--- config.mk ---
export PLATFORM = sky130hd
export DESIGN_NAME = seven_segment_display_link
export DESIGN_NICKNAME = d
export VERILOG_FILES = /design/src/hw/rtl/ssdl_pkg.sv /design/src/hw/rtl/seven_segment_display_link.sv /design/src/hw/rtl/ssdl_encode.sv
export SDC_FILE = /design/constraint.sdc
export NUM_CORES = 1
export LEC_CHECK = 0
export ABC_CLOCK_PERIOD_IN_PS = 13800
export BUFFER_PORTS_ARGS = -buffer_cell sky130_fd_sc_hd__buf_2
export CORE_MARGIN = 4
export CORE_UTILIZATION = 40
export DETAILED_ROUTE_END_ITERATION = 8
export GPL_ROUTABILITY_DRIVEN = 1
export GPL_TIMING_DRIVEN = 0
export SYNTH_ARGS = -nofsm -noshare
export SYNTH_HDL_FRONTEND = slang
export SYNTH_HIERARCHICAL = 1
export SYNTH_SLANG_ARGS = --single-unit
--- constraint.sdc ---
create_clock -name clk -period 13.8 [get_ports clk]
set_clock_uncertainty 0.05 [all_clocks]
set_input_delay 2.07 -clock clk [delete_from_list [all_inputs] [get_ports clk]]
set_output_delay 2.07 -clock clk [all_outputs]
set_load 0.02 [all_outputs]
--- src/hw/rtl/ssdl_pkg.sv ---
// ----------------------------------------------------------------------------
// ssdl_pkg
// Shared types, command bytes and segment patterns for the display link.
// ----------------------------------------------------------------------------
package ssdl_pkg;

    localparam int DIGITS    = 4;
    localparam int FRAME_LEN = 2 + DIGITS;

    localparam logic [7:0] CMD_DATA   = 8'h40;
    localparam logic [7:0] CMD_ADDR   = 8'hC0;
    localparam logic [7:0] CMD_BRIGHT = 8'h87;
    localparam logic [7:0] SEG_MINUS  = 8'h40;
    localparam logic [7:0] SEG_BLANK  = 8'h00;
    localparam logic [7:0] SEP_BIT    = 8'h80;
    localparam logic [3:0] BRIGHT_MAX = 4'd8;

    typedef enum logic [1:0] {
        MODE_DEC    = 2'd0,
        MODE_HEX    = 2'd1,
        MODE_TWO    = 2'd2,
        MODE_BRIGHT = 2'd3
    } mode_t;

    typedef struct packed {
        mode_t             mode;
        logic [15:0]       value;
        logic              separator;
        logic signed [7:0] left_number;
        logic signed [7:0] right_number;
        logic [3:0]        brightness_level;
    } req_t;

    // one output beat with its framing marks
    typedef struct packed {
        logic [7:0] data_byte;
        logic       frame_start;
        logic       frame_end;
        logic       last;
    } beat_t;

    typedef beat_t [FRAME_LEN-1:0] frame_t;

    function automatic logic [7:0] seg_pattern(input logic [3:0] digit);
        logic [7:0] pat;
        unique case (digit)
            4'h0: pat = 8'h3f;
            4'h1: pat = 8'h06;
            4'h2: pat = 8'h5b;
            4'h3: pat = 8'h4f;
            4'h4: pat = 8'h66;
            4'h5: pat = 8'h6d;
            4'h6: pat = 8'h7d;
            4'h7: pat = 8'h07;
            4'h8: pat = 8'h7f;
            4'h9: pat = 8'h6f;
            4'hA: pat = 8'h77;
            4'hB: pat = 8'h7c;
            4'hC: pat = 8'h39;
            4'hD: pat = 8'h5e;
            4'hE: pat = 8'h79;
            default: pat = 8'h71;
        endcase
        return pat;
    endfunction

endpackage

--- src/hw/rtl/seven_segment_display_link.sv ---
// ----------------------------------------------------------------------------
// seven_segment_display_link
// Display request in, framed byte list for a four-digit segment driver out.
// ----------------------------------------------------------------------------
//
//  channel | direction | handshake           | payload
//  --------+-----------+---------------------+-------------------------------
//  request | in        | in_valid / in_stall | mode, value, separator,
//          |           |                     | left_number, right_number,
//          |           |                     | brightness_level
//  byte    | out       | out_valid/out_stall | data_byte, frame_start,
//          |           |                     | frame_end, last
//
//  A display request gives six output beats, a brightness request one; with
//  no stall the byte port runs one beat per cycle, and the byte shift
//  register takes the next request as the last beat of its list goes out.
//  A taken request passes the input register, then the byte shift register.
//  One request waits in the input register while the previous list drains.
//  rst_n clears only the two valid flags; payload registers are not reset.
//  A stall on the byte side holds the current beat and, once the input
//  register is full, raises in_stall.
//
module seven_segment_display_link (
    input  logic              clk,
    input  logic              rst_n,

    input  logic              in_valid,
    output logic              in_stall,
    input  logic [1:0]        mode,
    input  logic [15:0]       value,
    input  logic              separator,
    input  logic signed [7:0] left_number,
    input  logic signed [7:0] right_number,
    input  logic [3:0]        brightness_level,

    output logic              out_valid,
    input  logic              out_stall,
    output logic [7:0]        data_byte,
    output logic              frame_start,
    output logic              frame_end,
    output logic              last
);

    // input register
    logic             req_valid_reg;
    logic             req_valid_next;
    ssdl_pkg::req_t   req_reg;

    // byte shift register, beat 0 faces the port
    logic             buf_valid_reg;
    logic             buf_valid_next;
    ssdl_pkg::frame_t buf_reg;
    ssdl_pkg::frame_t buf_next;

    ssdl_pkg::frame_t enc_frame;

    logic in_fire;
    logic out_fire;
    logic buf_done;
    logic buf_load;

    ssdl_encode u_encode (
        .req   (req_reg),
        .frame (enc_frame)
    );

    assign out_fire = buf_valid_reg && !out_stall;
    assign buf_done = out_fire && buf_reg[0].last;
    // move the waiting request on once the list ahead of it has gone out
    assign buf_load = req_valid_reg && (!buf_valid_reg || buf_done);
    assign in_stall = req_valid_reg && !buf_load;
    assign in_fire  = in_valid && !in_stall;

    always_comb
    begin
        req_valid_next = req_valid_reg;
        if (in_fire)
            req_valid_next = 1'b1;
        else if (buf_load)
            req_valid_next = 1'b0;
    end

    always_comb
    begin
        buf_valid_next = buf_valid_reg;
        buf_next       = buf_reg;
        if (buf_load)
        begin
            buf_valid_next = 1'b1;
            buf_next       = enc_frame;
        end
        else if (out_fire)
        begin
            buf_valid_next = !buf_reg[0].last;
            for (int i = 0; i < ssdl_pkg::FRAME_LEN - 1; i++)
            begin
                buf_next[i] = buf_reg[i+1];
            end
            buf_next[ssdl_pkg::FRAME_LEN-1] = buf_reg[ssdl_pkg::FRAME_LEN-1];
        end
    end

    always_ff @(posedge clk or negedge rst_n)
    begin
        if (!rst_n)
        begin
            req_valid_reg <= 1'b0;
            buf_valid_reg <= 1'b0;
        end
        else
        begin
            req_valid_reg <= req_valid_next;
            buf_valid_reg <= buf_valid_next;
        end
    end

    always_ff @(posedge clk)
    begin
        if (in_fire)
        begin
            req_reg <= '{mode: ssdl_pkg::mode_t'(mode), value: value,
                         separator: separator, left_number: left_number,
                         right_number: right_number,
                         brightness_level: brightness_level};
        end
        buf_reg <= buf_next;
    end

    assign out_valid   = buf_valid_reg;
    assign data_byte   = buf_reg[0].data_byte;
    assign frame_start = buf_reg[0].frame_start;
    assign frame_end   = buf_reg[0].frame_end;
    assign last        = buf_reg[0].last;

endmodule

--- src/hw/rtl/ssdl_encode.sv ---
// ----------------------------------------------------------------------------
// ssdl_encode
// Turns one display request into the full beat list of its transfer.
// ----------------------------------------------------------------------------
module ssdl_encode (
    input  ssdl_pkg::req_t   req,
    output ssdl_pkg::frame_t frame
);

    // decimal split: v/10^k by reciprocal multiply, exact over 16 bits
    logic [32:0] prod1;
    logic [32:0] prod2;
    logic [32:0] prod3;
    logic [32:0] prod4;
    logic [12:0] q1;
    logic [9:0]  q2;
    logic [6:0]  q3;
    logic [2:0]  q4;
    logic [15:0] r0;
    logic [12:0] r1;
    logic [9:0]  r2;
    logic [6:0]  r3;
    logic [3:0]  dec_dig [ssdl_pkg::DIGITS];

    // two-number halves
    logic [7:0] lo_l;
    logic [7:0] hi_l;
    logic [7:0] lo_r;
    logic [7:0] hi_r;
    logic [7:0] dig     [ssdl_pkg::DIGITS];
    logic [3:0] lvl;
    logic [7:0] bright_byte;

    assign prod1 = {17'd0, req.value} * 33'd52429;   // >>19 : /10
    assign prod2 = {17'd0, req.value} * 33'd83887;   // >>23 : /100
    assign prod3 = {17'd0, req.value} * 33'd67109;   // >>26 : /1000
    assign prod4 = {17'd0, req.value} * 33'd107375;  // >>30 : /10000

    assign q1 = prod1[31:19];
    assign q2 = prod2[32:23];
    assign q3 = prod3[32:26];
    assign q4 = prod4[32:30];

    assign r0 = req.value - ({q1, 3'b000} + {2'b00, q1, 1'b0});
    assign r1 = q1 - 13'({q2, 3'b000} + {q2, 1'b0});
    assign r2 = q2 - 10'({q3, 3'b000} + {q3, 1'b0});
    assign r3 = q3 - 7'({q4, 3'b000} + {q4, 1'b0});

    assign dec_dig[0] = r0[3:0];
    assign dec_dig[1] = r1[3:0];
    assign dec_dig[2] = r2[3:0];
    assign dec_dig[3] = r3[3:0];

    function automatic logic [15:0] two_digit(input logic [7:0] raw);
        logic        neg;
        logic [7:0]  mag;
        logic [15:0] prod;
        logic [3:0]  q;
        logic [7:0]  rem;
        logic [3:0]  tens;
        logic [7:0]  hi;
        neg  = raw[7];
        mag  = neg ? (8'd0 - raw) : raw;
        prod = {8'd0, mag} * 16'd205;              // >>11 : /10 for mag <= 128
        q    = prod[14:11];
        rem  = mag - ({1'b0, q, 3'b000} + {3'b000, q, 1'b0});
        tens = (q >= 4'd10) ? (q - 4'd10) : q;
        if (neg)
            hi = ssdl_pkg::SEG_MINUS;
        else if (mag > 8'd9)
            hi = ssdl_pkg::seg_pattern(tens);
        else
            hi = ssdl_pkg::SEG_BLANK;
        return {hi, ssdl_pkg::seg_pattern(rem[3:0])};
    endfunction

    assign {hi_l, lo_l} = two_digit(req.left_number);
    assign {hi_r, lo_r} = two_digit(req.right_number);

    always_comb
    begin
        unique case (req.mode) inside
            ssdl_pkg::MODE_DEC:
            begin
                for (int i = 0; i < ssdl_pkg::DIGITS; i++)
                begin
                    dig[i] = ssdl_pkg::seg_pattern(dec_dig[i]);
                end
            end
            ssdl_pkg::MODE_TWO:
            begin
                dig[0] = lo_l;
                dig[1] = hi_l;
                dig[2] = lo_r;
                dig[3] = hi_r;
            end
            ssdl_pkg::MODE_HEX, ssdl_pkg::MODE_BRIGHT:
            begin
                for (int i = 0; i < ssdl_pkg::DIGITS; i++)
                begin
                    dig[i] = ssdl_pkg::seg_pattern(req.value[4*i +: 4]);
                end
            end
        endcase
        if (req.separator && (req.mode != ssdl_pkg::MODE_TWO))
            dig[2] = dig[2] | ssdl_pkg::SEP_BIT;
    end

    assign lvl = (req.brightness_level > ssdl_pkg::BRIGHT_MAX) ?
                 ssdl_pkg::BRIGHT_MAX : req.brightness_level;
    assign bright_byte = ssdl_pkg::CMD_BRIGHT + {4'd0, lvl};

    always_comb
    begin
        frame[0] = '{data_byte: ssdl_pkg::CMD_DATA, frame_start: 1'b1,
                     frame_end: 1'b1, last: 1'b0};
        frame[1] = '{data_byte: ssdl_pkg::CMD_ADDR, frame_start: 1'b1,
                     frame_end: 1'b0, last: 1'b0};
        for (int i = 0; i < ssdl_pkg::DIGITS; i++)
        begin
            frame[2+i] = '{data_byte: dig[ssdl_pkg::DIGITS-1-i], frame_start: 1'b0,
                           frame_end: (i == ssdl_pkg::DIGITS-1),
                           last: (i == ssdl_pkg::DIGITS-1)};
        end
        // brightness is a one-byte transfer; the rest of the list is unused
        if (req.mode == ssdl_pkg::MODE_BRIGHT)
            frame[0] = '{data_byte: bright_byte, frame_start: 1'b1,
                         frame_end: 1'b1, last: 1'b1};
    end

endmodule

==> impl_metrics.ini, run 1 <==
[outcome]
status = finished, final reports clean

[die]
pin_count = 56
coreArea_sq_um = 62900
fp.dieH_microns = 260
start_util_pct = 40.3
fp.dieW_microns = 260
dieArea_sq_um = 67500
rows = 92

[sta]
relSlewSlack_pct = 16.3
finalSetupViolCount = 0
period_share_pct = 77.4
fin_crit_ns = 10.68
hold_violations = 0
tns_ns = 0
fin_hold_ws_ns = 0.498
report.final.slew_viol_count = 0
rsz0062_at_grt = no
fmax_mhz = 93.6
worstMarginPinSlew_ns = 1.26

[logic_synthesis]
syn_inst = 2542
synthFlopType = edfxtp_1
synth-seq-area-share_pct = 12.6
syn_area_per_cell_sq_um = 9.97
syn_area_sq_um = 25300
ys_warn_count = 6
netlist.area_leader.share_pct = 26.6
ys_types = 87
ys_seq_elements = 107
synth_edf_count = 105
synth_area_leaders = ha_1 (27%), fa_1 (25%), edfxtp_1 (12%), inv_1 (9.3%), mux2_4 (2.3%)
synth_area_leader_cell = ha_1
async_flop_share_pct = 1.87

[global_route]
grt_pass1_vias = 18580
grt_pass1_wl_microns = 102000
track_usage_pct = 19.2
grt_antenna_before_repair = 1
grt_max_degree = 30
grt_overflow_total = 0

[drt]
wl_per_cell_microns = 18.3
drt_first_iter_violations = 1063
drc_errors = 0
antenna_left = 0
viasPerCell = 5.13
drt_wl_total_microns = 63900
vias = 17944
dr.pass1.iters = 5

[worst_setup_path]
r2r_start = req_reg[30]
r2r_slack_ns = 3.12
end_kind = flop
r2r-end = buf_reg[49]
cp-start-kind = flop
worstPathArrival_ns = 10.75
reg2regPathDepth = 27
critPathKind = flop to flop
critPathRequiredTime_ns = 13.87
path_max_fanout = 15

[cells_and_area]
nFillCells = 6101
area_growth_pct = 7.39
drive_above_1_share_pct = 8.55
finish.instance_area_sq_um = 27200
nNetsFinal = 3537
largest_reg_flops = 55

[clocking]
cts_setup_buffers = 0
clockRootBuffer = clkbuf_16
cts_buffers = 9
cts_hold_buf = 0
clock_path_buffers = 2
cts_resized = 0
clk_pin_slew_ns = 0.08
cts_tree = built
htreeDepth = 3
cts_sinks = 107
clock_latency_ns = 0.36

[placed_design]
place_congestion = 0.943
placed_cell_area_sq_um = 26900
io_buffers = 55
dp_hpwl_microns = 53300

[job]
maxCapViolCount = 0

[worst_hold_path]
min_from = buf_reg[31]
hp-class = flop to flop
hold_end = buf_reg[20]
whs_path_depth = 1
## placed cells by master (no fill, tap or decap), types with 22 or more instances in the layout
cell and instances:
ha_1 538, xor2_1 24, a21oi_1 74, inv_1 627
mux2_4 39, xnor2_1 61, nand2_1 104, nor3_1 27
buf_2 63, clkbuf_1 22, mux2i_1 26, o211ai_1 24
conb_1 29, o21ai_0 55, nor2_1 69, edfxtp_1 105
and3_1 24, buf_4 39, nand3_1 36, fa_1 317
## critical path, cell delays in order, from the launching register on
cell,delay [ns]
edfxtp_1,1.19
inv_1,0.49
ha_1,0.84
inv_1,0.33
fa_1,0.47
fa_1,0.54
inv_1,0.05
fa_1,0.50
fa_1,0.54
fa_1,0.51
ha_1,0.35
a21o_1,0.19
a221o_1,0.33
a221oi_2,0.43
o211ai_1,0.31
xnor2_1,0.72
inv_1,0.10
ha_1,0.23
xnor2_1,0.14
xnor2_1,0.21
xnor2_1,0.16
xnor2_1,0.16
xnor2_1,0.15
xnor3_2,0.33
buf_4,0.20
o311ai_1,0.32
o311ai_1,0.25
mux2_4,0.33
## synth_stat cells, types with 21 or more instances
| cell | number |
|---|---|
| clkbuf_1 | 22 |
| xnor2_1 | 61 |
| o211ai_1 | 24 |
| nor3_1 | 27 |
| nand3_1 | 36 |
| and3_1 | 24 |
| buf_4 | 39 |
| edfxtp_1 | 105 |
| ha_1 | 538 |
| inv_1 | 627 |
| a21oi_1 | 75 |
| fa_1 | 317 |
| o21ai_0 | 55 |
| mux2_4 | 39 |
| xor2_1 | 24 |
| mux2_2 | 21 |
| nor2_1 | 69 |
| mux2i_1 | 26 |
| nand2_1 | 104 |
## layout make-up
cell class	count	area, sq um	area share, %
multi-input cells	1758	19400	71.4
flip-flops and latches	107	3200	11.8
inverters	629	2360	8.67
well taps	846	1060	3.89
plain buffers	75	475	1.75
repair buffers	59	354	1.30
clock buffers	9	225	0.827
clock inverters	7	91.3	0.336
diodes	5	12.5	0.0460
## layer usage
metal  global-route usage (%)  wire length [microns]  up-vias
met5                        0                      0        -
met4                     3.15                    913        0
met3                     1.95                   3150       54
met2                     33.3                  31100      462
met1                     26.5                  28800     8887
li1                         -                      -     8541
## worst max path at each step
stage	start	end	slack (ns)
after floorplan	req_reg[35]	buf_reg[28]	5.67
after global placement	req_reg[29]	buf_reg[49]	3.29
after detailed placement	req_reg[30]	buf_reg[49]	3.30
after CTS	req_reg[30]	buf_reg[49]	3.28
after global routing	req_reg[30]	buf_reg[51]	2.90
final	req_reg[30]	buf_reg[49]	3.12
## kinds of logic (layout without fill, tap and decap cells)
family	Yosys count	after routing	synth area share, %
other	2	34	0.0296
AOI/OAI and AO/OA	337	337	9.25
buffers and inverters	704	779	11.2
and+or+nand+nor	348	348	6.71
adders and majority gates	857	857	51.7
xor gates and xnor gates	95	95	3.75
DFF	107	107	12.6
muxes	92	92	4.76
## metrics by stage
stage / setup slack (ns) / std cells / util, %
finish: 3.12 / 3495 / 43.3
global route: 2.90 / 3491 / 43.3
CTS: 3.28 / 3489 / 43.2
detailed placement: 3.30 / 3473 / 42.7
global placement: 3.29 / 3470 / 42.6
floorplan: 5.67 / 2569 / -
Power of run 1 is left out: the tool's default activity adds up to more than one toggle a clock period on the data nets, which glitch-free logic cannot reach.
==> run 2, diff against run 1 <==
- ABC_CLOCK_PERIOD_IN_PS: 13800 -> 9700
- clock period: 13.8 -> 9.7 ns (I/O delays scaled with it)
==> run 2 against run 1 <==
Die area stayed put; via count is 0.65% higher; register-to-register slack worse by 2.9 ns; wire length is 2.1% higher; sequential share of layout area is 0.14 points lower; core utilization is 0.53 points higher; global-route usage is 0.33 points higher; final area is 1.2% higher; non-clock buffer count is 36 higher.
==> impl_metrics.ini, run 2 (synthesized netlist as in run 1, its figures left out) <==
[cells_and_area]
area_growth_pct = 8.69
utilization_pct = 43.8
finish.instance_area_sq_um = 27600
largest_reg_flops = 55
layout_common_cells = inv_1 (625), ha_1 (535), fa_1 (317), edfxtp_1 (105), nand2_1 (104)
drive_above_1_share_pct = 10.1
multiInputGateArea_sq_um = 19500
nNetsFinal = 3573
final_common_cell = inv_1
nFillCells = 6075
register_area_sq_um = 3200

[die]
fp.dieH_microns = 260
start_util_pct = 40.3
coreArea_sq_um = 62900
pin_count = 56
rows = 92
fp.dieW_microns = 260
dieArea_sq_um = 67500

[sta]
rsz0062_at_grt = no
fin_crit_ns = 9.46
finalSetupViolCount = 0
fmax_mhz = 106
relSlewSlack_pct = 27.1
hold_violations = 0
worstMarginPinSlew_ns = 1.09
period_share_pct = 97.5
report.final.slew_viol_count = 0
setup_ws_ns = 0.239

[drt]
wl_per_cell_microns = 18.5
dr.pass1.iters = 6
drc_errors = 0
vias = 18060
antenna_left = 0
drt_first_iter_violations = 1061
viasPerCell = 5.11
drt_wl_total_microns = 65300

[placed_design]
placed_cell_area_sq_um = 26900
io_buffers = 55
dp_slack_ns = -0.798
place_congestion = 0.943
dp_hpwl_microns = 53300

[worst_setup_path]
cpMostUsedCell = xnor2_1
cpPeakStageDelay_ns = 0.86
cp-start-kind = flop
slowest_stage = edfxtp_1
path_max_fanout = 13
end_kind = flop
critPathKind = flop to flop
critPathRequiredTime_ns = 9.77
worstPathArrival_ns = 9.53

[clocking]
clock_path_buffers = 2
cts_hold_buf = 0
clockRootBuffer = clkbuf_16
cts_sinks = 107
cts_tree = built
clk_pin_slew_ns = 0.09
cts_buffers = 9
clock_latency_ns = 0.36
htreeDepth = 3

[global_route]
grt_pass1_wl_microns = 104000
track_usage_pct = 19.6
grt_pass1_vias = 18694
grt_overflow_total = 0
grt_max_degree = 30
grt_antenna_before_repair = 1

[job]
maxCapViolCount = 0

[outcome]
status = finished, final reports clean

[worst_hold_path]
hp-class = flop to flop
## run 2: cell types whose count changed in the layout (fill, tap and decap cells not counted), sizes merged
cell | previous run | this run
buf | 112 | 148
clkinvlp | 0 | 2
inv | 631 | 629
diode | 5 | 6
## run 2: per-stage QoR
step / setup TNS (ns) / hold WS (ns) / std cells
2_1_floorplan: 0 / 0.458 / 2569
3_3_place_gp: -10.59 / 0.474 / 3470
3_5_place_dp: -10.70 / 0.482 / 3473
4_1_cts: 0 / 0.502 / 3511
5_1_grt: 0 / 0.506 / 3527
6_report: 0 / 0.498 / 3532
## run 2: area by class of cell
cell class / instances / area share (%)
Clock buffer: 9 / 0.817
Tap cell: 846 / 3.84
Buffer: 75 / 1.73
Antenna cell: 6 / 0.0545
Inverter: 629 / 8.60
Timing Repair Buffer: 95 / 2.36
Clock inverter: 7 / 0.332
Multi-Input combinational cell: 1758 / 70.6
Sequential cell: 107 / 11.6
## run 2: worst max-delay path: cells and delay by family (launching register included)
family,cells,cell delay [ns]
buffers and inverters,4,0.55
adders and majority gates,8,3.74
DFF,1,0.86
muxes,1,0.33
xor gates and xnor gates,7,1.87
AOI/OAI and AO/OA,6,1.82
## run 2: metal layers
layer | vias up | wire (microns) | track usage, %
met2 | 436 | 31300 | 33.5
met5 | - | 0 | 0
li1 | 8617 | - | -
met3 | 69 | 3480 | 2.13
met4 | 0 | 1280 | 3.81
met1 | 8938 | 29200 | 27.0
## run 2: final timing paths
path                       cells past startpoint             to  slack, ns   startpoint
max                                           26    buf_reg[49]       0.24  req_reg[36]
min                                            1   data_byte[5]       0.50  buf_reg[19]
max reg2reg                                   26    buf_reg[49]       0.24  req_reg[36]
min reg2reg                                    1   data_byte[5]       0.50  buf_reg[19]
max in group asynchronous                      1  req_valid_reg       8.68        rst_n
min in group asynchronous                      1      out_valid       0.81        rst_n
## run 2: what timing repair did
action / in CTS / in global routing
resized for setup: 2 / 8
buffers inserted: 22 / 15
endpoints found under the setup margin: 21 / 17
Power of run 2 is left out for the same reason.
==> run 3, diff against run 2 <==
- ABC_AREA: unset -> 1
==> run 3 against run 2 <==
Worst hold slack worse by 0.039 ns; die area up 7.0%; clock-buffer cell count unchanged; core utilization down 0.67 points; final area up 5.4%; sequential share of layout area down 0.60 points; critical path depth up 7; critical endpoint is now buf_reg[25]; via count up 17%; global-route usage up 0.87 points.
==> impl_metrics.ini, run 3 <==
[cells_and_area]
drive_above_1_share_pct = 7.39
area_growth_pct = 6.83
nNetsFinal = 4342
layout_common_cells = inv_1 (789), nand2_1 (620), ha_1 (538), fa_1 (317), nand3_1 (231)
final_common_cell = inv_1
n_antenna_cell = 0
largest_reg_flops = 55

[clocking]
cts_tree = built
clock_path_buffers = 2
cts_sinks = 107
cts_setup_buffers = 0
clockRootBuffer = clkbuf_16
htreeDepth = 3
cts_resized = 0
clk_pin_slew_ns = 0.09
clock_latency_ns = 0.39
cts_buffers = 9
cts_hold_buf = 0

[worst_setup_path]
r2r_start = req_reg[26]
cp-start-kind = flop
r2r-end = buf_reg[25]
worstPathArrival_ns = 9.51
path_max_fanout = 14
critPathRequiredTime_ns = 9.79
cpMostUsedCell = nand2_1
critPathKind = flop to flop
cpPeakStageDelay_ns = 1.05
end_kind = flop
reg2regPathDepth = 33
slowest_stage = edfxtp_1
r2r_slack_ns = 0.27

[logic_synthesis]
syn_inst = 3348
synth-seq-area-share_pct = 11.8
synth_top_family_by_area = adder cells
synthMuxAreaShare_pct = 0
ys_seq_elements = 107
synth-simple-area-share_pct = 19.8
synth-xor-area-share_pct = 1.43
synth_common_cells = inv_1 (790), nand2_1 (621), ha_1 (538)
async_flop_share_pct = 1.87
yosysMostFrequentCell = inv_1
synth_area_leader_cell = ha_1
synth_edf_count = 105
synthAdderAreaFrac_pct = 48.1
synth_compound_area_share_pct = 5.91
syn_area_per_cell_sq_um = 8.12
synth_area_leaders = ha_1 (25%), fa_1 (23%), edfxtp_1 (12%), inv_1 (11%), nand2_1 (8.6%)
synthFlopType = edfxtp_1
netlist.area_leader.share_pct = 24.8
syn_area_sq_um = 27200
ys_warn_count = 6
ys_types = 58

[die]
fp.dieW_microns = 269
dieArea_sq_um = 72200
coreArea_sq_um = 67300
fp.dieH_microns = 269
pin_count = 56
rows = 95
start_util_pct = 40.4

[drt]
drc_errors = 0
drt_first_iter_violations = 1090
viasPerCell = 4.89
dr.pass1.iters = 5
wl_per_cell_microns = 16.6
vias = 21149
antenna_left = 0
drt_wl_total_microns = 71700

[global_route]
grt_pass1_vias = 21289
grt_overflow_total = 0
grt_antenna_before_repair = 0
grt_max_degree = 30
track_usage_pct = 20.4
grt_pass1_wl_microns = 114000

[job]
maxCapViolCount = 0

[sta]
finalSetupViolCount = 0
tns_ns = 0
period_share_pct = 97.2
fin_crit_ns = 9.43
fmax_mhz = 106
hold_violations = 0
worstMarginPinSlew_ns = 1.26
relSlewSlack_pct = 16.1
report.final.slew_viol_count = 0
rsz0062_at_grt = no

[worst_hold_path]
hold_end = buf_reg[34]
min_from = buf_reg[45]
whs_path_depth = 2
hp-class = flop to flop

[placed_design]
io_buffers = 55
dp_hpwl_microns = 60100
place_congestion = 0.913

[outcome]
status = finished, final reports clean
[run 3: cell count changes in the layout (fill, tap and decap cells not counted), sizes merged, moves of 27 or more]
cell,change
a21oi,+36
buf,-27
inv,+180
mux2,-61
nand2,+577
nand3,+215
nand4,+27
nor2,+92
o21ai,+29
xnor2,-41
[run 3: worst max-delay path by stage]
stage | startpoint | slack, ns | endpoint | cells after the start
floorplan | req_reg[35] | 2.85 | buf_reg[25] | 36
finish | req_reg[26] | 0.27 | buf_reg[25] | 33
detailed placement | req_reg[26] | 0.37 | buf_reg[25] | 35
CTS | req_reg[26] | 0.37 | buf_reg[25] | 35
global placement | req_reg[26] | 0.46 | buf_reg[25] | 35
global route | req_reg[26] | 0.05 | buf_reg[25] | 33
[run 3: final cells by class]
type / instances / area (sq um)
Timing Repair Buffer: 58 / 343
Fill cell: 6838 / 38200
Inverter: 812 / 3050
Clock buffer: 9 / 225
Multi-Input combinational cell: 2384 / 20600
Buffer: 72 / 475
Clock inverter: 7 / 91.3
Sequential cell: 107 / 3200
Tap cell: 873 / 1090
[run 3: routing by layer]
layer	global-route usage, %	routed length (microns)	vias to the layer above	part of all wire [%]
met5	0	0	-	0
met4	6.65	2580	0	3.6
met3	2.86	3250	109	4.5
met2	35.2	34000	413	47
met1	26.6	31900	9935	45
li1	-	-	10692	-
[run 3: worst max-delay path, delay by kind of cell (launching register included)]
family / cells / cell delay (ns)
AOI/OAI and AO/OA: 3 / 0.51
xor gates and xnor gates: 1 / 0.49
adders and majority gates: 8 / 3.84
buffers and inverters: 6 / 1.49
DFF: 1 / 1.05
and+or+nand+nor: 15 / 1.71
[run 3: logic make-up after synthesis]
family / Yosys count
simple gates: 1183
buf+inv: 884
fa+ha+maj: 855
compound gates: 276
flops: 107
xor+xnor: 41
other cells: 2
[run 3: stage by stage]
stage	instances	util, %	hold slack, ns	worst slack, ns	instance area (sq um)
floorplan	3375	-	0.437	2.85	27300
global placement	4303	42.6	0.442	0.461	28700
detailed placement	4306	42.7	0.446	0.369	28700
CTS	4322	43.2	0.466	0.374	29000
global route	4322	43.2	0.480	0.0518	29000
finish	4322	43.2	0.460	0.272	29000
Power of run 3 is left out for the same reason.
